--- src/hdl/hex_rect_tile_map_store_top_macros.svh ---
// assertion macros used by the tile map store back end
`ifndef HEX_RECT_TILE_MAP_STORE_TOP_MACROS_SVH
`define HEX_RECT_TILE_MAP_STORE_TOP_MACROS_SVH

// same-cycle implication, sampled on clk, off while rst is high
`define HRT_ASSERT_IMPLY(label, ante, cons) \
  label: assert property (@(posedge clk) disable iff (rst) (ante) |-> (cons)) \
    else $error("tile map store: implication check failed");

// next-cycle implication, sampled on clk, off while rst is high
`define HRT_ASSERT_NEXT(label, ante, cons) \
  label: assert property (@(posedge clk) disable iff (rst) (ante) |=> (cons)) \
    else $error("tile map store: next-cycle check failed");

`endif

--- src/hdl/hrt_queue.sv ---
// small fifo between the front end and the store back end
`timescale 1ns / 1ps

module hrt_queue #(
  parameter int WIDTH = 64,
  parameter int DEPTH = 2
) (
  input  logic             clk,
  input  logic             rst,
  input  logic             in_valid,
  output logic             in_ready,
  input  logic [WIDTH-1:0] in_data,
  output logic             out_valid,
  input  logic             out_ready,
  output logic [WIDTH-1:0] out_data
);

  localparam int PTR_W = $clog2(DEPTH);

  logic [WIDTH-1:0] slots [DEPTH];
  logic [PTR_W-1:0] wr_ptr;
  logic [PTR_W-1:0] rd_ptr;
  logic [PTR_W:0]   count;
  logic             push;
  logic             pop;

  assign in_ready  = (count != (PTR_W+1)'(DEPTH));
  assign out_valid = (count != '0);
  assign push      = in_valid && in_ready;
  assign pop       = out_valid && out_ready;
  assign out_data  = slots[rd_ptr];

  always_ff @(posedge clk) begin
    if (rst) begin
      wr_ptr <= '0;
      rd_ptr <= '0;
      count  <= '0;
    end else begin
      if (push) wr_ptr <= wr_ptr + 1'b1;
      if (pop) rd_ptr <= rd_ptr + 1'b1;
      if (push && !pop) count <= count + 1'b1;
      else if (pop && !push) count <= count - 1'b1;
    end
  end

  always_ff @(posedge clk) begin
    if (push) slots[wr_ptr] <= in_data;
  end

endmodule

--- config.mk ---
export PLATFORM = sky130hd
export DESIGN_NAME = hrt_queue
export DESIGN_NICKNAME = d
export VERILOG_FILES = /design/src/hdl/hex_rect_tile_map_store_top_macros.svh /design/src/hdl/hrt_queue.sv
export SDC_FILE = /design/constraint.sdc
export NUM_CORES = 1
export LEC_CHECK = 0
export BUFFER_PORTS_ARGS = -buffer_cell sky130_fd_sc_hd__buf_2
export CAP_MARGIN = 40
export CORE_MARGIN = 2
export CORE_UTILIZATION = 30
export DETAILED_ROUTE_END_ITERATION = 8
export GPL_TIMING_DRIVEN = 0
export SYNTH_ARGS = -nofsm -noshare
export SYNTH_HDL_FRONTEND = slang
export SYNTH_SLANG_ARGS = --single-unit
--- constraint.sdc ---
create_clock -name clk -period 2.5 [get_ports clk]
set_input_delay 0.125 -clock clk [delete_from_list [all_inputs] [get_ports clk]]
set_output_delay 0.125 -clock clk [all_outputs]
set_load 0.005 [all_outputs]
Word level (Yosys, flattened, before mapping):

Memories as Yosys holds them, arrays and structs flattened. A register that Yosys moved wholly into a read port is not among the register bits.
Index checks and enable logic that the tools add are counted.

* flip-flop bits (word level): 4
* latch bits: 0
* RAM bits: 128
* ROM bits: 0
* input port bits: 68
* output and inout bits: 66
* logic and storage cells: 23
* memories: 1

Memories
* slots: depth 2, width 64, read ports 1, clocked after memory_dff 1, write ports 1, RTL line hrt_queue.sv:20 `logic [WIDTH-1:0] slots [DEPTH];`

* add/subtract/negate cells: 4
* multipliers: 0
* divide/modulo/power cells: 0
* magnitude comparators: 0
* equal/unequal tests: 1
* shifts and indexed selects: 0
* mux-type cells: 6
* bitwise operators: 0
* reductions and logical operators: 8

Operator list (number)
* logical AND 1 bit: 4
* two-way mux 1 bit: 4
* two-way mux 2 bit: 2
* nonzero test 2 bit: 2
* adder 1 bit, second input constant: 2
* adder 2 x 1 -> 2 bit, second input constant: 1
* zero test 1 bit: 2
* != test 2 bit, second input constant: 1
* subtractor 2 x 1 -> 2 bit, second input constant: 1

Depth between registers and ports, before layout:

Gate-level depths: netlist (run 1).

* word-level depth: 6
* mapped depth: 6
* depth with buffers taken out: 6

Worst setup path before layout (run 1):

No wires, ideal clock.

* kind: reg2reg
* start: register count[0]
* end: memory slots[1][0] (enable)
* setup time: 0.429 ns
* data arrival time: 2.149 ns
* required time: 2.071 ns
* slack: -0.078 ns
* stages on the path, launching flop included: 3
* path buffers: 0
* period minus slack after synthesis: 2.578 ns
* path through: dfxtp_1 nand2b_1 and3_1

* cells in the longest elaborated chain, start to end: 4

RTL lines
* start: declaration: RTL line hrt_queue.sv:23 `logic [PTR_W:0] count;`
* start signal: assignment: RTL line hrt_queue.sv:41 `if (push && !pop) count <= count + 1'b1;`
* start signal: assignment: RTL line hrt_queue.sv:42 `else if (pop && !push) count <= count - 1'b1;`
* != test 2 bit: RTL line hrt_queue.sv:27 `assign in_ready = (count != (PTR_W+1)'(DEPTH));`
* via in_ready: RTL line hrt_queue.sv:11 `output logic in_ready,`
* logical AND 1 bit: RTL line hrt_queue.sv:29 `assign push = in_valid && in_ready;`
* two-way mux 1 bit: RTL line hrt_queue.sv:47 `if (push) slots[wr_ptr] <= in_data;`
* two-way mux 1 bit (not written as such): RTL line hrt_queue.sv:47
* end: declaration: RTL line hrt_queue.sv:20

The timed path passes the listed nets, and every way through them passes these cells.

==> results.yml, run 1 <==
floorplanning:
  die_x_um: 131.0
  core_area_um2: 15830
  rows: 46
  die_area_um2: 17160
  io_pins: 134
  die_height_um: 131.0
  start_util_pct: 30.56
placed_design:
  gp_congestion: 0.6421
  hpwl_mm: 5.913
  numPortBuffers: 133
  postPlaceCellArea_um2: 5828
worst_setup_path:
  path_cells: "buf_2 -> buf_4 -> mux2_2 -> buf_2"
  cp-end-kind: "output pin"
  cpMostUsedCell: "buf_2"
  critical_path_class: "reg -> out"
  cp_top_family: "buffers and inverters"
  slowest_delay_ps: 360
  required_ps: 2380
  crit_slowest_cell: "mux2_2"
  critical_path_arrival_ps: 1710
  cp_max_fo: 10
  crit_buf_inv: 3
  start_kind: "flip-flop"
timing:
  rsz0062_at_grt: "no"
  clock.fmax_mhz: 544.5
  setup_viol_count_final: 0
  fin_skew_ps: 4.810
  finalCriticalPeriod_ps: 1837
  relSlewSlack_pct: 70.48
  worst_slew_pin_slew_ps: 442.8
  period_share_pct: 73.46
  drv_slew: 0
  hold_viol: 0
  holdWs_ps: 67.08
drt:
  num_vias: 2802
  drt-initial-drc-count: 144
  routedWlPerCell_um: 14.26
  drt-pass1-iter-count: 5
  ant_nets: 0
  drt-total-wl_mm: 9.567
  drcViolationCount: 0
  viasPerCell: 4.176
power:
  power_frac_seq_pct: 41.2
  peakVddDrop_mv: 0.6107
  p_int_uw: 5322
  combPwrFrac_pct: 21.2
  clockPowerShare_pct: 37.7
  swShare_pct: 23.33
  pwr_density_cell_nw_per_um2: 977.8
  power.switching_uw: 1620
  leakage_uw: 0.002679
clocking:
  cts_resized: 0
  clockBufferDepth: 2
  cts.sinks: 133
  insertion_delay_ps: 410
  cts_setup_buffers: 0
  cts_buffers: 17
  clockRootBuffer: "clkbuf_16"
  cts_tree: "built"
  h-tree-depth: 4
  path_clk_slew_ps: 50
layout:
  fill_cells: 1401
  drive_above_1_share_pct: 51.87
  mostFrequentLayoutCell: "buf_2"
  final_nets: 511
  syn2layout_area_growth_pct: 46.77
  fin_area_um2: 7099
  layout_common_cells: "buf_2 (134), edfxtp_1 (128), dlygate4sd3_1 (65)"
  n_antenna_cell: 0
  final_util_pct: 44.85
logic_synthesis:
  synth_nets: 292
  synth-main-ff-cell: "edfxtp_1"
  post_synth_num_cell_types: 18
  ys_seq_elements: 133
  synth_async_sr_flop_share_pct: 0
  syn_inst: 223
  synth_warnings: 0
  syn_avg_cell_area_um2: 21.69
  synth_edf_count: 128
  mappedNetlistArea_um2: 4837
  yosysSeqAreaShare_pct: 81.53
grt:
  grt_pass1_wl_mm: 14.34
  track_usage_pct: 11.56
  grt_max_degree: 65
  antenna_found_initial: 0
  gr-total-overflow: 0
  grt_pass1_vias: 2895
hold_path:
  hold_path_class: "in -> reg"
outcome:
  status: "finished, final reports clean"
flow_run:
  maxCapViolations: 0
-- registers in the layout, summed over array words and instances, names as in the netlist, named ones only --
register / flops
wr_ptr: 1
count: 2
slots: 128
rd_ptr: 1
-- path summary, 6_finish.rpt --
| path | from | end | slack (ps) | cells after the start |
|---|---|---|---|---|
| setup reg to reg | count[0] | slots[1][57] | 720 | 3 |
| hold reg to reg | rd_ptr | flip-flop | 530 | 2 |
| hold / removal | in_valid | wr_ptr | 70 | 3 |
| setup / recovery | flip-flop | out_data[39] | 660 | 4 |
-- power by group through the flow --
stage / clock network, µW / logic [µW] / registers, µW
after floorplan: 0 / 809 / 2890
after global placement: 0 / 1360 / 2910
final: 2610 / 1470 / 2860
after detailed placement: 0 / 1420 / 2900
after global routing: 2790 / 1620 / 2880
after CTS: 2690 / 1510 / 2860
-- repair_timing --
action	CTS	global route
endpoints found under the setup margin	0	0
hold buffers	65	0
hold endpoints to repair	133	0
-- cells by family after synthesis --
kind of cell / after synthesis / synth area share [%]
xor gates and xnor gates: 3 / 0.5433
DFF: 133 / 81.53
buffers and inverters: 8 / 1.112
muxes: 64 / 14.90
AOI/OAI and AO/OA: 5 / 0.6208
and+or+nand+nor: 9 / 1.035
adders and majority gates: 1 / 0.2586
-- cell usage after synthesis, types with 2 or more instances --
| cell | count | area, µm² |
|---|---|---|
| edfxtp_1 | 128 | 3844 |
| mux2_2 | 64 | 720.7 |
| buf_4 | 6 | 45.04 |
| dfxtp_1 | 5 | 100.1 |
| nor2_1 | 3 | 11.26 |
| xor2_1 | 3 | 26.28 |
| a21oi_1 | 2 | 10.01 |
| o21ai_0 | 2 | 10.01 |
-- per-stage QoR --
step | TNS [ps] | worst slack (ps) | power, µW | std cells
2_1_floorplan | 0 | 151.0 | 3700 | 223
3_3_place_gp | -37260 | -587.8 | 4264 | 572
3_5_place_dp | 0 | 713.0 | 4327 | 574
4_1_cts | 0 | 574.2 | 7065 | 671
5_1_grt | 0 | 537.9 | 7299 | 671
6_report | 0 | 663.4 | 6942 | 671
-- layer usage --
metal	vias to the layer above	track usage, %	share of wire, %
met5	-	0	0
met4	0	4.944	1.3
met3	9	4.805	5.2
met2	78	19.45	52
met1	1397	12.95	41
li1	1318	-	-
-- area by class of cell --
class | instances | area (µm²) | area share [%]
clock buffer | 20 | 436.7 | 6.151
buffer | 7 | 50.05 | 0.7050
tap | 216 | 270.3 | 3.807
sequential | 133 | 3944 | 55.55
timing repair buffer | 200 | 1364 | 19.21
multi-input combinational | 82 | 844.6 | 11.90
inverter | 1 | 6.256 | 0.08812
clock inverter | 12 | 183.9 | 2.591
-- worst reg2reg max path, stage by stage (launching register included) --
cell and delay, ps:
dfxtp_1 400, nand2b_1 240, and3_4 510, buf_12 290
(Power assumes the default switching activity.)
==> run 2, diff against run 1 <==
==> constraint.sdc (replaced) <==
create_clock -name clk -period 1.8 [get_ports clk]
set_input_delay 0.09 -clock clk [delete_from_list [all_inputs] [get_ports clk]]
set_output_delay 0.09 -clock clk [all_outputs]
set_load 0.005 [all_outputs]
==> run 2 against run 1 <==
Against the previous run: cell area increased by 0.39%; critical endpoint is now out_data[46]; setup slack got worse by 580 ps; sequential cell count unchanged; largest power group unchanged; utilization increased by 0.17 points; final cell count increased by 0.30%; via count increased by 0.71%; register-to-register slack got worse by 580 ps; critical path depth unchanged.
==> results.yml, run 2 (synthesis gave the netlist of run 1 again) <==
outcome:
  status: "finished, final reports clean"
layout:
  layout_common_cells: "buf_2 (133), edfxtp_1 (128), dlygate4sd3_1 (65)"
  fill_cells: 1403
  top_register: "slots"
  final_nets: 513
  top_regs: "slots: 128 flops, count: 2 flops"
  syn2layout_area_growth_pct: 47.34
  drive_above_1_share_pct: 53.17
  fin_area_um2: 7127
  largest_reg_flops: 128
  fin_cells: 673
  n_antenna_cell: 0
  mostFrequentLayoutCell: "buf_2"
worst_setup_path:
  start_kind: "flip-flop"
  cp_max_fo: 10
  required_ps: 1710
  critical_path_class: "reg -> out"
  slowest_delay_ps: 360
  cpMostUsedCell: "buf_4"
  path_cells: "buf_4 -> buf_4 -> mux2_2 -> buf_2"
  cp-end-kind: "output pin"
  crit_slowest_cell: "mux2_2"
  critical_path_arrival_ps: 1630
timing:
  hold_viol: 0
  drv_slew: 0
  finalCriticalPeriod_ps: 1721
  relSlewSlack_pct: 70.13
  fin_skew_ps: 11.88
  rsz0062_at_grt: "yes"
  clock.fmax_mhz: 581.2
  worst_slew_pin_slew_ps: 448.1
  fin_ws_ps: 79.30
  period_share_pct: 95.59
  setup_viol_count_final: 0
placed_design:
  hpwl_mm: 6.134
  numPortBuffers: 133
  gp_congestion: 0.6557
  dp_slack_ps: -257.4
  dp_cells: 574
  postPlaceCellArea_um2: 5831
floorplanning:
  die_height_um: 131.0
  die_area_um2: 17160
  start_util_pct: 30.56
  die_x_um: 131.0
  io_pins: 134
  rows: 46
  core_area_um2: 15830
power:
  power.switching_uw: 2278
  swShare_pct: 23.55
  p_int_uw: 7397
  power_frac_seq_pct: 41.1
  peakVddDrop_mv: 0.7825
  clockPowerShare_pct: 37.5
  pwr_density_cell_nw_per_um2: 1358
  leakage_uw: 0.002683
  combPwrFrac_pct: 21.4
clocking:
  clockBufferDepth: 2
  cts_buffers: 17
  cts_tree: "built"
  cts.sinks: 133
  clockRootBuffer: "clkbuf_16"
  insertion_delay_ps: 410
  h-tree-depth: 4
  path_clk_slew_ps: 60
grt:
  grt_max_degree: 37
  gr-total-overflow: 0
  antenna_found_initial: 0
  track_usage_pct: 12.05
  grt_pass1_wl_mm: 14.95
  grt_pass1_vias: 2996
drt:
  routedWlPerCell_um: 14.72
  drcViolationCount: 0
  viasPerCell: 4.193
  drt-total-wl_mm: 9.909
  ant_nets: 0
  drt-pass1-iter-count: 4
  drt-initial-drc-count: 92
  num_vias: 2822
flow_run:
  maxCapViolations: 0
hold_path:
  hold_path_class: "in -> reg"
[run 2: cell types whose count changed in the layout (fill, tap and decap cells not counted), sizes merged]
cell	before	now
clkbuf	20	23
clkinv	6	3
buf	142	143
bufinv	5	4
clkinvlp	1	4
inv	1	0
[run 2: final cells by class]
class / count / area, µm² / area share, %
clock buffer: 23 / 478.0 / 6.706
timing repair buffer: 201 / 1364 / 19.14
sequential: 133 / 3945 / 55.35
inverter: 1 / 7.507 / 0.1053
tap: 216 / 270.3 / 3.792
clock inverter: 9 / 150.1 / 2.107
buffer: 7 / 52.55 / 0.7374
multi-input combinational: 82 / 852.1 / 11.96
timing repair inverter: 1 / 7.507 / 0.1053
[run 2: timing repair]
action                     in CTS  in global routing
gates cloned                    1                  0
hold endpoints to repair      133                  0
buffers inserted                1                  0
gates resized for setup         2                  0
setup endpoints to repair     124                 60
hold buffers                   65                  0
[run 2: worst paths after layout]
| path | cells after the start | to | from | slack [ps] |
|---|---|---|---|---|
| max | 4 | out_data[46] | flip-flop | 80 |
| min | 3 | wr_ptr | in_valid | 30 |
| max reg2reg | 3 | slots[1][42] | count[0] | 140 |
| min reg2reg | 2 | flip-flop | rd_ptr | 530 |
[run 2: worst max-delay path: cells and delay by family (launching register included)]
family	cells	cell delay, ps
buf+inv	3	550
flops	1	300
mux	1	360
[run 2: metal layers]
layer,vias to the layer above,GRT usage (%),part of all wire [%]
li1,1327,-,-
met2,92,20.85,53
met1,1393,12.95,40
met4,0,4.568,1.2
met3,10,5.456,5.4
met5,-,0,0
[run 2: per-stage QoR]
stage                     setup TNS (ps)  utilization [%]  power (µW)  hold slack, ps
after floorplan                    -9273                -        5155           155.0
after global placement            -72120            36.56        5928           277.7
after detailed placement           -9369            36.84        6015           282.3
after CTS                              0            45.03        9841           7.651
after global routing               -1493            45.03       10160           13.17
final                                  0            45.03        9676           26.60
[run 2: power by group through the flow]
stage          Clock [µW]  Sequential, µW  Combinational (µW)
4_1_cts              3730            3980                2130
5_1_grt              3860            4020                2290
3_3_place_gp            0            4040                1890
3_5_place_dp            0            4050                1970
2_1_floorplan           0            4020                1140
6_report             3630            3980                2070
==> run 3, diff against run 2 <==
==> constraint.sdc (replaced) <==
create_clock -name clk -period 1.5 [get_ports clk]
set_input_delay 0.075 -clock clk [delete_from_list [all_inputs] [get_ports clk]]
set_output_delay 0.075 -clock clk [all_outputs]
set_load 0.005 [all_outputs]
==> run 3 against run 2 <==
Against the previous run: the run now ends with setup timing left; via count is 2.2% higher; sequential power is 21% higher; die area stayed put; utilization is 4.0 points higher; final cell count is 1.8% higher; register-to-register slack worse by 90 ps; sequential cell count stayed put; routed wire length is 7.5% higher; first-iteration DRC count is 2.2% higher; critical path type unchanged; largest cell class unchanged; largest power group unchanged.
==> results.yml, run 3 (synthesis gave the netlist of run 1 again) <==
power:
  swShare_pct: 23.40
  clockPowerShare_pct: 33.9
  leakage_uw: 0.003002
  p_int_uw: 9843
  combPwrFrac_pct: 28.6
  peakVddDrop_mv: 0.9506
  pwr_density_cell_nw_per_um2: 1655
  power.switching_uw: 3007
  power_frac_seq_pct: 37.5
flow_run:
  maxCapViolations: 0
timing:
  hold_viol: 0
  relSlewSlack_pct: 73.19
  clock.fmax_mhz: 618.4
  fin_ws_ps: -117.2
  finalCriticalPeriod_ps: 1617
  drv_slew: 0
  worst_slew_pin_slew_ps: 402.1
  setup_viol_count_final: 63
  fin_skew_ps: 12.55
  rsz0062_at_grt: "yes"
  period_share_pct: 107.8
  fin_setup_tns_ps: -5348
drt:
  num_vias: 2883
  ant_nets: 0
  drcViolationCount: 0
  viasPerCell: 4.209
  drt-total-wl_mm: 10.65
  drt-initial-drc-count: 94
  drt-pass1-iter-count: 4
  routedWlPerCell_um: 15.55
layout:
  top_regs: "slots: 128 flops, count: 2 flops"
  top_register: "slots"
  largest_reg_flops: 128
  fill_cells: 1333
  n_antenna_cell: 0
  syn2layout_area_growth_pct: 60.48
  final_nets: 525
  drive_above_1_share_pct: 55.22
  mostFrequentLayoutCell: "edfxtp_1"
  layout_common_cells: "edfxtp_1 (128), buf_2 (94), dlygate4sd3_1 (65)"
worst_setup_path:
  start_kind: "flip-flop"
  required_ps: 1420
  critical_path_class: "reg -> out"
  cp-end-kind: "output pin"
  critical_path_arrival_ps: 1540
  cp_max_fo: 10
  regToRegStartpoint: "count[0]"
clocking:
  cts_tree: "built"
  insertion_delay_ps: 420
  path_clk_slew_ps: 60
  cts_buffers: 17
  cts.sinks: 133
  clockBufferDepth: 2
  clockRootBuffer: "clkbuf_16"
  h-tree-depth: 4
grt:
  antenna_found_initial: 0
  grt_pass1_vias: 3067
  track_usage_pct: 12.72
  grt_max_degree: 37
  grt_pass1_wl_mm: 15.68
  gr-total-overflow: 0
floorplanning:
  io_pins: 134
  die_area_um2: 17160
  die_height_um: 131.0
  start_util_pct: 30.56
  core_area_um2: 15830
  rows: 46
  die_x_um: 131.0
hold_path:
  hp-start: "in_valid"
  hold_path_class: "in -> reg"
placed_design:
  numPortBuffers: 133
  gp_congestion: 0.6557
  dp_slack_ps: -557.4
  hpwl_mm: 6.134
outcome:
  status: "finished with violations"
  violations: "setup timing"
[run 3: power groups by stage]
stage	clock network (µW)	registers, µW	logic, µW
global placement	0	4840	2270
finish	4350	4820	3680
global route	4640	4860	3970
detailed placement	0	4860	2360
floorplan	0	4820	1370
CTS	4480	4810	3100
[run 3: final timing paths]
| kind | end | slack [ps] | depth (start not counted) |
|---|---|---|---|
| setup / recovery | out_data[62] | -120 | 4 |
| hold / removal | wr_ptr | 60 | 3 |
| setup reg to reg | count[1] | 50 | 6 |
| hold reg to reg | flip-flop | 530 | 2 |
[run 3: cell type report]
cell class	instances	area [µm²]	share of cell area [%]
inverter	1	7.507	0.09671
multi-input combinational	83	1021	13.15
clock buffer	23	478.0	6.157
timing repair buffer	212	1735	22.36
clock inverter	9	150.1	1.934
buffer	7	140.1	1.805
timing repair inverter	1	7.507	0.09671
sequential	133	3953	50.92
tap	216	270.3	3.482
[run 3: metrics by stage]
stage | cells | total power, µW | hold WS (ps) | area, µm² | util (%)
finish | 685 | 12850 | 61.86 | 7762 | 49.04
detailed placement | 574 | 7218 | 267.3 | 5831 | 36.84
floorplan | 223 | 6186 | 140.0 | 4851 | -
global placement | 572 | 7114 | 262.7 | 5787 | 36.56
global route | 685 | 13470 | 44.94 | 7762 | 49.04
CTS | 681 | 12390 | 44.42 | 7417 | 46.86
[run 3: what timing repair did]
item | 4_1_cts | 5_1_grt
hold buffers | 65 | 0
cloned | 3 | 1
pin swaps | 3 | 1
setup endpoints to repair | 165 | 110
buffers inserted | 7 | 3
hold endpoints to repair | 133 | 0
gates resized for setup | 51 | 60
[run 3: per-layer routing]
| metal | up-vias | GRT usage [%] | part of all wire, % |
|---|---|---|---|
| met5 | - | 0 | 0 |
| met4 | 0 | 5.006 | 1.5 |
| met3 | 12 | 5.537 | 5.3 |
| met2 | 88 | 21.85 | 54 |
| met1 | 1430 | 13.88 | 39 |
| li1 | 1353 | - | - |
[run 3: critical path, cell delays in order, from the launching register on]
cell and delay (ps):
dfxtp_4 380, buf_12 150, buf_12 140, mux2_2 330
buf_2 130
