<file path="src/hdl/hex_rect_tile_map_store_top_macros.svh">
// assertion macros used by the tile map store back end
`ifndef HEX_RECT_TILE_MAP_STORE_TOP_MACROS_SVH
`define HEX_RECT_TILE_MAP_STORE_TOP_MACROS_SVH

// same-cycle implication, sampled on clk, off while rst is high
`define HRT_ASSERT_IMPLY(label, ante, cons) \
  label: assert property (@(posedge clk) disable iff (rst) (ante) |-> (cons)) \
    else $error("tile map store: implication check failed");

// next-cycle implication, sampled on clk, off while rst is high
`define HRT_ASSERT_NEXT(label, ante, cons) \
  label: assert property (@(posedge clk) disable iff (rst) (ante) |=> (cons)) \
    else $error("tile map store: next-cycle check failed");

`endif

</file>
<file path="src/hdl/hrt_pkg.sv">
// shared types and constants for the tile map store
`timescale 1ns / 1ps

package hrt_pkg;

  localparam int CMD_W      = 3;
  localparam int COORD_W    = 8;
  localparam int CFG_IDX_W  = 2;
  localparam int CFG_DATA_W = 7;
  localparam int CALC_W     = 15;

  localparam logic [CMD_W-1:0] CMD_SET_TILE   = 3'd0;
  localparam logic [CMD_W-1:0] CMD_READ_TILE  = 3'd1;
  localparam logic [CMD_W-1:0] CMD_READ_AGENT = 3'd2;
  localparam logic [CMD_W-1:0] CMD_WRITE_AGENT = 3'd3;
  localparam logic [CMD_W-1:0] CMD_CLEAR      = 3'd4;

  localparam logic [CFG_IDX_W-1:0] CFG_MAP_KIND = 2'd0;
  localparam logic [CFG_IDX_W-1:0] CFG_COLS     = 2'd1;
  localparam logic [CFG_IDX_W-1:0] CFG_ROWS     = 2'd2;
  localparam logic [CFG_IDX_W-1:0] CFG_RADIUS   = 2'd3;

  typedef struct packed {
    logic [CMD_W-1:0] cmd;
    logic             in_map;
  } hrt_ctl_t;

  localparam int CTL_W = $bits(hrt_ctl_t);

endpackage

</file>
<file path="src/hdl/hrt_front.sv">
// front end: config registers, bounds check and store index per item
`timescale 1ns / 1ps

module hrt_front import hrt_pkg::*; #(
  parameter int MAX_SIDE = 64,
  parameter int ADDR_W   = 12
) (
  input  logic                  clk,
  input  logic                  rst,
  input  logic                  cfg_we,
  input  logic [CFG_IDX_W-1:0]  cfg_index,
  input  logic [CFG_DATA_W-1:0] cfg_data,
  input  logic                  s_tvalid,
  output logic                  s_tready,
  input  logic [CMD_W-1:0]      cmd,
  input  logic [COORD_W-1:0]    coord_q,
  input  logic [COORD_W-1:0]    coord_r,
  input  logic                  hold,
  output logic                  push_valid,
  input  logic                  push_ready,
  output hrt_ctl_t              push_ctl,
  output logic [ADDR_W-1:0]     push_addr
);

  localparam int MAX_RAD = (MAX_SIDE - 1) / 2;
  localparam logic [8:0] MAX_SIDE_W = 9'(MAX_SIDE);
  localparam logic [7:0] MAX_RAD_W  = 8'(MAX_RAD);

  logic       map_kind;
  logic [6:0] cols;
  logic [6:0] rows;
  logic [4:0] radius;

  logic [6:0] w;
  logic [6:0] h;
  logic [4:0] rad_c;
  logic [5:0] side;

  logic signed [9:0] qs, rs, ss, radw;
  logic signed [9:0] qa, ra, sa;
  logic signed [9:0] qq, rr;
  logic              rect_in, hex_in;

  logic [6:0]        mul_a, mul_b, mul_c;
  logic [13:0]       prod;
  logic [CALC_W-1:0] idx;

  function automatic logic signed [9:0] mag10(input logic signed [9:0] v);
    mag10 = v[9] ? -v : v;
  endfunction

  always_ff @(posedge clk) begin
    if (rst) begin
      map_kind <= 1'b0;
      cols     <= 7'd64;
      rows     <= 7'd64;
      radius   <= 5'd31;
    end else if (cfg_we) begin
      unique case (cfg_index)
        CFG_MAP_KIND: map_kind <= cfg_data[0];
        CFG_COLS:     cols     <= cfg_data;
        CFG_ROWS:     rows     <= cfg_data;
        CFG_RADIUS:   radius   <= cfg_data[4:0];
      endcase
    end
  end

  // dimensions clamped to what the store holds
  assign w     = ({2'b00, cols} > MAX_SIDE_W) ? 7'(MAX_SIDE) : cols;
  assign h     = ({2'b00, rows} > MAX_SIDE_W) ? 7'(MAX_SIDE) : rows;
  assign rad_c = ({3'b000, radius} > MAX_RAD_W) ? 5'(MAX_RAD) : radius;
  assign side  = {rad_c, 1'b1};

  assign rect_in = !coord_q[7] && !coord_r[7] && (coord_q[6:0] < w) && (coord_r[6:0] < h);

  assign qs   = 10'(signed'(coord_q));
  assign rs   = 10'(signed'(coord_r));
  assign ss   = qs + rs;
  assign radw = signed'({5'b00000, rad_c});
  assign qa   = mag10(qs);
  assign ra   = mag10(rs);
  assign sa   = mag10(ss);
  assign qq   = qs + radw;
  assign rr   = rs + radw;

  assign hex_in = (qa <= radw) && (ra <= radw) && (sa <= radw);

  // one multiplier shared by both geometries: a*b + c
  always_comb begin
    if (map_kind) begin
      mul_a = {1'b0, rr[5:0]};
      mul_b = {1'b0, side};
      mul_c = {1'b0, qq[5:0]};
    end else begin
      mul_a = coord_r[6:0];
      mul_b = w;
      mul_c = coord_q[6:0];
    end
  end

  assign prod = mul_a * mul_b;
  assign idx  = CALC_W'(prod) + CALC_W'(mul_c);

  assign s_tready        = push_ready && !hold;
  assign push_valid      = s_tvalid && s_tready;
  assign push_ctl.cmd    = cmd;
  assign push_ctl.in_map = map_kind ? hex_in : rect_in;
  assign push_addr       = ADDR_W'(idx);

endmodule

</file>
<file path="config.mk">
export PLATFORM = sky130hd
export DESIGN_NAME = hrt_front
export DESIGN_NICKNAME = d
export VERILOG_FILES = /design/src/hdl/hex_rect_tile_map_store_top_macros.svh /design/src/hdl/hrt_pkg.sv /design/src/hdl/hrt_front.sv
export SDC_FILE = /design/constraint.sdc
export NUM_CORES = 1
export LEC_CHECK = 0
export ABC_AREA = 1
export BUFFER_PORTS_ARGS = -buffer_cell sky130_fd_sc_hd__buf_4
export CAP_MARGIN = 40
export CORE_MARGIN = 5
export CORE_UTILIZATION = 60
export CTS_CLUSTER_DIAMETER = 150
export DETAILED_ROUTE_END_ITERATION = 10
export PLACE_DENSITY_LB_ADDON = 0.12
export SLEW_MARGIN = 10
export SYNTH_ARGS = -nofsm -noshare
export SYNTH_HDL_FRONTEND = slang
export SYNTH_SLANG_ARGS = --single-unit
</file>
<file path="constraint.sdc">
create_clock -name clk -period 10.6 [get_ports clk]
set_input_delay 0 -clock clk [delete_from_list [all_inputs] [get_ports clk]]
set_output_delay 0 -clock clk [all_outputs]
set_load 0.01 [all_outputs]
</file>
### Word level (Yosys, flattened, before mapping)

Cells that the tools add are included.

* register bits: 20
* memory bits (writable): 0
* output and inout port bits: 18
* memories: 0
* bits of input ports: 34
* memory bits (read-only): 0
* bits in latches: 0

* equal/unequal tests: 3
* multiplexer cells: 9
* multiply operators: 1
* divide/modulo/power cells: 0
* shift operators: 0
* reduce and logical (&&, ||, !) cells: 15
* $add $sub $neg: 7
* bitwise gates (word level): 0
* order comparisons: 7

Operators by type and width (count)
* $mux 7: 5
* $le 10x6->1: 3
* $mux 10: 3
* $neg 8->10: 2
* $gt 7x7->1 const B: 2
* $lt 7x7->1: 2
* $add 12x7->12: 1
* $add 6x6->6: 2
* $mul 7x7->12: 1
* $neg 9->10: 1
* $add 8x8->9: 1
* $reduce_and 2->1: 4
* $logic_and 1x1->1: 7
* $eq 2x2->1 const B: 2
* $logic_not 1->1: 3
* $eq 2x1->1 const B: 1
* $logic_not 2->1: 1
* $mux 1: 1

### Depth between registers and ports, before layout

Gate-level depths: netlist of the first run.

* word-level depth: 6
* mapped depth: 28

### Worst setup path before layout of the first run

Ideal clock, no wire load.

* kind: flip-flop to output port
* start: register radius[0], in the netlist rad_c[0]
* end: output push_addr[9]
* path slack: 5433 ps
* required time: 10600 ps
* buffers on the path: 0
* arrival time: 5167 ps
* cell stages (with the launch flop): 29
* path through: dfxtp_1 -> ha_1 -> fa_1 -> nand2_1 -> inv_1 -> o21a_1 -> nor2_1 -> xor2_1 -> nand2_1 -> o21ai_0 -> nor2_1 -> fa_1 -> inv_1 -> fa_1 -> inv_1 -> fa_1 -> inv_1 -> fa_1 -> inv_1 -> ha_1 -> nand2_1 -> inv_1 -> nand2_1 -> nand2_1 -> a21oi_1 -> nor2_1 -> o21ai_0 -> nand2_1 -> xor2_1

* cells in the longest elaborated chain, start to end: 4

Ends and longest elaborated chain
* from (decl): line hrt_front.sv:32 `logic [4:0] radius;`
* from (signal assigned): line hrt_front.sv:63 `CFG_RADIUS: radius <= cfg_data[4:0];`
* $add 6x6->6: line hrt_front.sv:84 `assign rr = rs + radw;`
* $mux 7: line hrt_front.sv:90 `if (map_kind) begin`
* $mul 7x7->12: line hrt_front.sv:101 `assign prod = mul_a * mul_b;`
* $add 12x7->12 (*): line hrt_front.sv:102 `assign idx = CALC_W'(prod) + CALC_W'(mul_c);`
* to (decl): line hrt_front.sv:22 `output logic [ADDR_W-1:0] push_addr`

Mark *: on every way between the ends. The rest lies on a longest branch, timed or not.

### Final worst setup path of the first run

Same ends and word-level chain as after synthesis.

==> results of run 1 <==
==> layout by cell type, fill, tap and decap left out, drive strengths merged, types with 20 or more instances in the layout <==
master    n
nand2   133
inv     123
nor2     97
ha       77
o21ai    48
buf      45
a21oi    37
fa       33
nand3    25
dfxtp    20
==> where the power goes <==
| part | switching [mW] | internal [mW] |
|---|---|---|
| Clock | 0.0252 | 0.0330 |
| Combinational | 0.193 | 0.144 |
| Sequential | 0.00511 | 0.0790 |
| Total | 0.223 | 0.256 |
==> worst paths after layout <==
path,startpoint,endpoint,slack (ns),cells past startpoint
hold / removal,cmd[1],push_ctl[2],0.00002,0
setup / recovery,rad_c[0],push_addr[9],4.67,29
hold reg to reg,cols[4],cols[4],0.50,2
setup reg to reg,map_kind,map_kind,9.45,2
==> registers in the layout, indices dropped and copies added, names as in the netlist <==
name      count
map_kind      1
rows          7
rad_c         5
cols          7
==> critical path, delay by kind of cell (launching register included) <==
kind | cells | cell delay (ns)
adder cells (fa/ha/maj) | 7 | 3.01
buffers and inverters | 7 | 0.43
XOR/XNOR | 2 | 0.29
flip-flops | 1 | 0.42
AND/OR/NAND/NOR | 9 | 0.73
AO/OA/AOI/OAI | 4 | 0.77
==> timing repair <==
action                                  CTS  global route
hold buffers                              6             0
endpoints found under the hold margin    10             0
endpoints found under the setup margin    0             0
==> per-layer routing <==
layer  vias up  part of all wire  global-route usage  wire length (µm)
met1      2009              0.41              0.3136              4720
met4         0             0.012             0.05213               139
met2       129              0.52              0.4957              5901
li1       2195                 -                   -                 -
met5         -                 0                   0                 0
met3        12             0.055             0.02033               632
==> synthesized netlist by cell type, types with 2 or more instances <==
| cell type | n | share of area |
|---|---|---|
| nand4_1 | 8 | 0.011 |
| fa_1 | 33 | 0.15 |
| o211ai_1 | 2 | 0.0034 |
| nand2_1 | 130 | 0.11 |
| dfxtp_1 | 20 | 0.090 |
| xnor2_1 | 5 | 0.0099 |
| nor3_1 | 6 | 0.0068 |
| nand3_1 | 25 | 0.028 |
| buf_4 | 3 | 0.0051 |
| a21oi_1 | 37 | 0.042 |
| or2_2 | 4 | 0.0056 |
| nand2_2 | 3 | 0.0042 |
| nor2_1 | 95 | 0.080 |
| inv_1 | 122 | 0.10 |
| o21ai_0 | 43 | 0.049 |
| a31oi_1 | 4 | 0.0056 |
| xor2_1 | 19 | 0.038 |
| ha_1 | 77 | 0.22 |
| buf_2 | 2 | 0.0023 |
| clkbuf_1 | 2 | 0.0017 |
| o21ai_1 | 5 | 0.0056 |
| o21a_1 | 2 | 0.0034 |
==> through the flow <==
step | setup WS (ns) | total power, mW
global route | 4.307 | 0.5302
finish | 4.671 | 0.4793
detailed placement | 4.960 | 0.4211
CTS | 4.673 | 0.4816
floorplan | 5.433 | 0.3139
global placement | 5.131 | 0.4089
==> cell families (layout without fill, tap and decap cells) <==
kind of cell             after synthesis  count (layout)  synth area share
adder cells (fa/ha/maj)              110             110            0.3665
flip-flops                            20              20           0.09034
AND/OR/NAND/NOR                      276             276            0.2561
AO/OA/AOI/OAI                         99              99            0.1194
buffers and inverters                132             179            0.1166
XOR/XNOR                              25              25           0.05110
==> layout make-up <==
type | instances | area [µm²]
fillers | 674 | 2257
inverters | 124 | 465.4
well taps | 99 | 123.9
repair buffers | 51 | 397.9
clock buffers | 4 | 55.05
flip-flops and latches | 20 | 400.4
multi-input cells | 510 | 3515
==> flow_summary.toml, run 1 <==
[status]
status = "complete, no violations"

[placed_design]
place_inst = 798
placed_area_mm2 = 0.004842
routabilityCongestion = 0.9267
dp_hpwl_um = 9660
port_buffers = 45

[clocking]
clockRootBuffer = "clkbuf_8"
cts_setup_buffers = 0
cts_max_level = 1
cts_made_buffers = 3
cts_tree = "yes"
cts_resized = 0
clockBufferDepth = 2
path_clk_slew_ns = 0.07
cts.sink_count = 20
clk_latency_ns = 0.26

[drt]
drc = 0
wire_per_inst_um = 14.10
drt_iter0_markers = 178
routed_wl_um = 11390
vias = 4345
first_pass_iters = 5
via_per_inst = 5.377
drtAntennaViolNets = 0

[layout]
layout.nets = 854
diodes = 0
final_util = 0.6871
final_area_mm2 = 0.004957
area_growth_pct = 11.86
fin_cells = 808
drive_gt1_frac = 0.08745

[floorplanning]
die_w_um = 95.95
die_y_um = 95.95
fp.dieArea_mm2 = 0.009205
ioPinCount = 52
start_util = 0.6143
coreArea_mm2 = 0.007214
rows = 31

[timing]
min_period_ns = 5.929
finalSetupViolCount = 0
relSlewSlack = 0.4927
fin_crit_sh = 0.5594
hold_ws_ns = 0.00002192
tightest_slew_ns = 0.7599
fmax_ghz = 0.1687
fin_skew_ns = 0
rsz0062_at_grt = "false"
hold_violations = 0
tns_ns = 0
final-max-slew-violation-count = 0

[synth]
synth_nets = 806
synth.avg_cell_area_um2 = 6.694
synthDistinctLibCells = 37
synthFlopType = "dfxtp_1"
synth_cells = 662
netlist_area_mm2 = 0.004432
async_reset_ff_frac = 0
ys_seq_area_frac = 0.09034
synth_edf_count = 0
synth_seq_cells = 20
yosysWarnings = 0

[grt]
first_global_vias = 4226
antenna_found_initial = 0
track_usage = 0.2586
grt_pass1_wl_um = 18750
grt_max_degree = 22
grt-ovfl-total = 0

[worst_setup_path]
crit_path_max_incr_delay_ns = 0.53
arrival_ns = 5.93
critPathCaptureType = "output pin"
cp.required_ns = 10.60
slowest_stage = "fa_1"
crit_path_start_kind = "flip-flop"
worstSetupPathType = "flip-flop to output pin"
crit_path_max_fanout = 8

[pwr]
p_leak_nw = 2.728
powerDensity_mw_per_mm2 = 96.68
irDropWorstVdd_mv = 0.09250

[hold_path]
hold_path_class = "input port to output pin"

[run]
drv_cap = 0
(Power assumes the default switching activity.)
==> run 2: changes to the inputs <==
==> constraint.sdc (replaced) <==
create_clock -name clk -period 5.95 [get_ports clk]
set_input_delay 0 -clock clk [delete_from_list [all_inputs] [get_ports clk]]
set_output_delay 0 -clock clk [all_outputs]
set_load 0.01 [all_outputs]
==> run 2 against run 1 <==
Compared with the run above: non-clock buffer count rose by 4; clock power is 140% higher; hold slack unchanged; utilization rose by 0.83 points; critical endpoint unchanged; clock skew unchanged; largest cell class unchanged; critical path depth unchanged; wire length is 2.9% higher.
==> flow_summary.toml, run 2 (synthesized netlist as in run 1, its figures left out) <==
[drt]
drtAntennaViolNets = 0
drt_iter0_markers = 186
via_per_inst = 5.416
routed_wl_um = 11720
drc = 0
first_pass_iters = 5
wire_per_inst_um = 14.43
vias = 4398

[clocking]
cts_made_buffers = 3
cts_max_level = 1
clk_latency_ns = 0.26
cts_setup_buffers = 0
cts.sink_count = 20
cts_tree = "yes"
clockBufferDepth = 2
path_clk_slew_ns = 0.08
clockRootBuffer = "clkbuf_8"

[grt]
track_usage = 0.2713
antenna_found_initial = 0
grt-ovfl-total = 0
grt_max_degree = 22
grt_pass1_wl_um = 19640
first_global_vias = 4419

[timing]
finalSetupViolCount = 0
fin_skew_ns = 0
relSlewSlack = 0.6485
tns_ns = 0
final-max-slew-violation-count = 0
fmax_ghz = 0.1787
min_period_ns = 5.596
hold_violations = 0
tightest_slew_ns = 0.5237
fin_crit_sh = 0.9406
rsz0062_at_grt = "false"

[layout]
fin_cells = 812
diodes = 0
drive_gt1_frac = 0.09537
area_growth_pct = 13.21
num-fill-cells = 674
layout.nets = 858
layout_common_cells = "130 x nand2_1, 122 x inv_1, 95 x nor2_1, 77 x ha_1, 48 x buf_4"
final_common_cell = "nand2_1"

[worst_setup_path]
critPathCaptureType = "output pin"
crit_path_max_fanout = 6
r2r-start = "rad_c[1]"
worstSetupPathType = "flip-flop to output pin"
arrival_ns = 5.60
reg2reg_depth = 2
timing.rr.end = "rad_c[1]"
crit_path_max_incr_delay_ns = 0.53
crit_path_start_kind = "flip-flop"
cp.required_ns = 5.95
slowest_stage = "fa_1"
rrSetupSlack_ns = 4.94

[pwr]
powerDensity_mw_per_mm2 = 179.4
p_leak_nw = 2.757
irDropWorstVdd_mv = 0.1349

[floorplanning]
start_util = 0.6143
coreArea_mm2 = 0.007214
fp.dieArea_mm2 = 0.009205
die_y_um = 95.95
rows = 31
ioPinCount = 52
die_w_um = 95.95

[hold_path]
hold_path_class = "input port to output pin"
hold_depth = 0
hold_start = "cmd[1]"
min_to = "push_ctl[2]"

[placed_design]
place_inst = 801
port_buffers = 45
routabilityCongestion = 0.9365
dp_hpwl_um = 9764

[run]
drv_cap = 0

[status]
status = "complete, no violations"
## run 2: cell types whose count changed in the layout (fill, tap and decap cells not counted)
cell / previous run / this run
a21oi_1: 37 / 36
a21oi_2: 0 / 1
clkbuf_8: 4 / 3
o21ai_1: 5 / 7
o21ai_2: 0 / 2
o21ai_0: 43 / 39
buf_4: 45 / 48
bufinv_16: 0 / 1
dlygate4sd3_1: 6 / 7
## run 2: timing repair
item                                   CTS  global route
resized for setup                        0             7
setup endpoints to repair                0             2
endpoints found under the hold margin   13             0
hold buffers                             7             0
## run 2: metrics by stage
stage               total power [mW]  area (µm²)  hold slack (ns)  setup WS, ns    util
detailed placement            0.7571        4865       0.00006862        0.4828  0.6743
floorplan                     0.5592        4432          0.04753        0.7832       -
finish                        0.8999        5017       0.00002192        0.3535  0.6955
global placement              0.7333        4865       0.00006862        0.6476  0.6743
global route                  0.9907        5017       0.00008175       0.04661  0.6955
CTS                           0.9025        5006       0.00006862        0.1790  0.6939
## run 2: routing by layer
| layer | track usage | part of all wire | up-vias |
|---|---|---|---|
| li1 | - | - | 2206 |
| met1 | 0.3328 | 0.43 | 2045 |
| met2 | 0.5055 | 0.51 | 122 |
| met3 | 0.02580 | 0.049 | 25 |
| met4 | 0.06754 | 0.018 | 0 |
| met5 | 0 | 0 | - |
## run 2: layout make-up
cell class,count,area [µm²],share of cell area
clock buffers,3,41.29,0.008229
clock inverters,1,30.03,0.005985
inverters,124,465.4,0.09277
multi-input cells,510,3526,0.7027
flip-flops and latches,20,400.4,0.07980
well taps,99,123.9,0.02469
repair buffers,55,430.4,0.08579
## run 2: worst max-delay path by stage
stage / depth (start not counted) / endpoint / start / slack (ns)
finish: 29 / push_addr[9] / rad_c[0] / 0.35
global route: 29 / push_addr[9] / rad_c[0] / 0.05
CTS: 29 / push_addr[9] / rad_c[0] / 0.18
detailed placement: 29 / push_addr[9] / rad_c[0] / 0.48
global placement: 29 / push_addr[9] / rad_c[0] / 0.65
floorplan: 28 / push_addr[9] / rad_c[0] / 0.78
## run 2: worst max-delay path, delay by kind of cell, from the launching register on
family,cells,cell delay [ns]
adder cells (fa/ha/maj),7,2.96
AND/OR/NAND/NOR,9,0.76
AO/OA/AOI/OAI,4,0.57
buffers and inverters,7,0.43
flip-flops,1,0.32
XOR/XNOR,2,0.29
## run 2: where the power goes
part           internal [mW]  switching [mW]  total (mW)
Sequential             0.141         0.00648       0.147
Combinational          0.259           0.355       0.614
Clock                 0.0899          0.0487       0.139
==> run 3: changes to the inputs <==
--- a/config.mk
+++ b/config.mk
@@ -12,7 +12,8 @@
 export CORE_UTILIZATION = 60
 export CTS_CLUSTER_DIAMETER = 150
 export DETAILED_ROUTE_END_ITERATION = 10
-export PLACE_DENSITY_LB_ADDON = 0.12
+export PLACE_DENSITY = 0.82
+export SKIP_CTS_REPAIR_TIMING = 1
 export SLEW_MARGIN = 10
 export SYNTH_ARGS = -nofsm -noshare
 export SYNTH_HDL_FRONTEND = slang
==> run 3 against run 2 <==
Compared with the run above: the flow now finishes with violations (negative hold slack); first-iteration DRC count rose by 39%; clock skew did not move; via count rose by 1.3%; register-to-register slack improved by 0.03 ns; non-clock buffer count fell by 5; combinational power rose by 1%; critical path depth did not move; sequential power barely moved; sequential share of layout area rose by 0.11 points.
==> flow_summary.toml, run 3 (synthesized netlist as in run 1, its figures left out) <==
[status]
status = "complete, but fails checks"
violations = "negative hold slack"

[clocking]
cts_made_buffers = 3
cts.sink_count = 20
cts_max_level = 1
cts_tree = "yes"
clockRootBuffer = "clkbuf_8"
clockBufferDepth = 2
clk_latency_ns = 0.26
path_clk_slew_ns = 0.08

[layout]
seq_area_um2 = 404.1
multiInputGateArea_mm2 = 0.003546
final_area_mm2 = 0.004994
layout_common_cells = "130 x nand2_1, 122 x inv_1, 95 x nor2_1, 76 x ha_1, 47 x buf_4"
num-fill-cells = 631
diodes = 0
final_common_cell = "nand2_1"
drive_gt1_frac = 0.09746
area_growth_pct = 12.68
layout.nets = 853

[grt]
first_global_vias = 4376
track_usage = 0.2631
grt_pass1_wl_um = 19330
grt_max_degree = 22
grt-ovfl-total = 0
antenna_found_initial = 0

[floorplanning]
coreArea_mm2 = 0.007214
die_y_um = 95.95
fp.dieArea_mm2 = 0.009205
die_w_um = 95.95
rows = 31
ioPinCount = 52
start_util = 0.6143

[timing]
relSlewSlack = 0.5988
fmax_ghz = 0.1797
rsz0062_at_grt = "false"
hold_violations = 3
fin_skew_ns = 0
hold_ws_ns = -0.005833
tightest_slew_ns = 0.5977
finalSetupViolCount = 0
final-max-slew-violation-count = 0
fin_crit_sh = 0.9352
min_period_ns = 5.564
tns_ns = 0

[drt]
via_per_inst = 5.519
wire_per_inst_um = 14.28
drtAntennaViolNets = 0
first_pass_iters = 5
routed_wl_um = 11530
vias = 4454
drt_iter0_markers = 258
drc = 0

[worst_setup_path]
critPathCaptureType = "output pin"
reg2reg_depth = 2
crit_path_max_incr_delay_ns = 0.53
slowest_stage = "fa_1"
cp.required_ns = 5.95
crit_path_max_fanout = 8
arrival_ns = 5.56
worstSetupPathType = "flip-flop to output pin"
crit_path_start_kind = "flip-flop"

[placed_design]
placed_area_mm2 = 0.004857
dp_hpwl_um = 9663
routabilityCongestion = 0.9160
port_buffers = 45

[hold_path]
hold_depth = 3
hold_path_class = "input port to flip-flop"

[pwr]
irDropWorstVdd_mv = 0.1312
p_leak_nw = 2.736
powerDensity_mw_per_mm2 = 181.4

[run]
drv_cap = 0
## run 3: metrics by stage
step	setup slack (ns)	hold WS (ns)	util	power, mW	std cells
after floorplan	0.7832	0.04753	-	0.5592	662
after global placement	0.5281	0.0001189	0.6733	0.7319	800
after detailed placement	0.2830	0.0001189	0.6733	0.7568	800
after CTS	-0.009347	-0.05496	0.6831	0.8955	804
after global routing	0.05566	-0.00004183	0.6922	0.9988	807
final	0.3856	-0.005833	0.6922	0.9058	807
## run 3: worst max-delay path: cells and delay by family (launching register included)
family	cells	cell delay, ns
AOI/OAI and AO/OA	4	0.53
xor gates and xnor gates	2	0.29
adders and majority gates	7	2.89
DFF	1	0.39
and+or+nand+nor	9	0.72
buffers and inverters	7	0.45
## run 3: cell type report
type	count	share of cell area
clock buffer	3	0.008269
sequential	20	0.08093
clock inverter	1	0.006014
timing repair buffer	50	0.07667
multi-input combinational	510	0.7101
tap	99	0.02481
inverter	124	0.09321
## run 3: worst paths after layout
| path | slack, ns | endpoint | from |
|---|---|---|---|
| worst max-delay path | 0.39 | push_addr[9] | rad_c[0] |
| worst min-delay path | -0.006 | rad_c[4] | cfg_data[4] |
| worst max register to register | 4.97 | rad_c[1] | rad_c[1] |
| worst min register to register | 0.49 | cols[4] | cols[4] |
## run 3: where the power goes
part           internal [mW]  leakage (nW)  switching (mW)
logic                  0.264          2.54           0.358
registers              0.141         0.164         0.00713
clock network         0.0898        0.0357          0.0467
## run 3: layer usage
layer  global-route usage  up-vias  wire [µm]
li1                     -     2198          -
met3              0.02737       38        744
met4              0.07346        0        323
met2               0.4789      183       5645
met5                    0        -          0
met1               0.3274     2035       4812
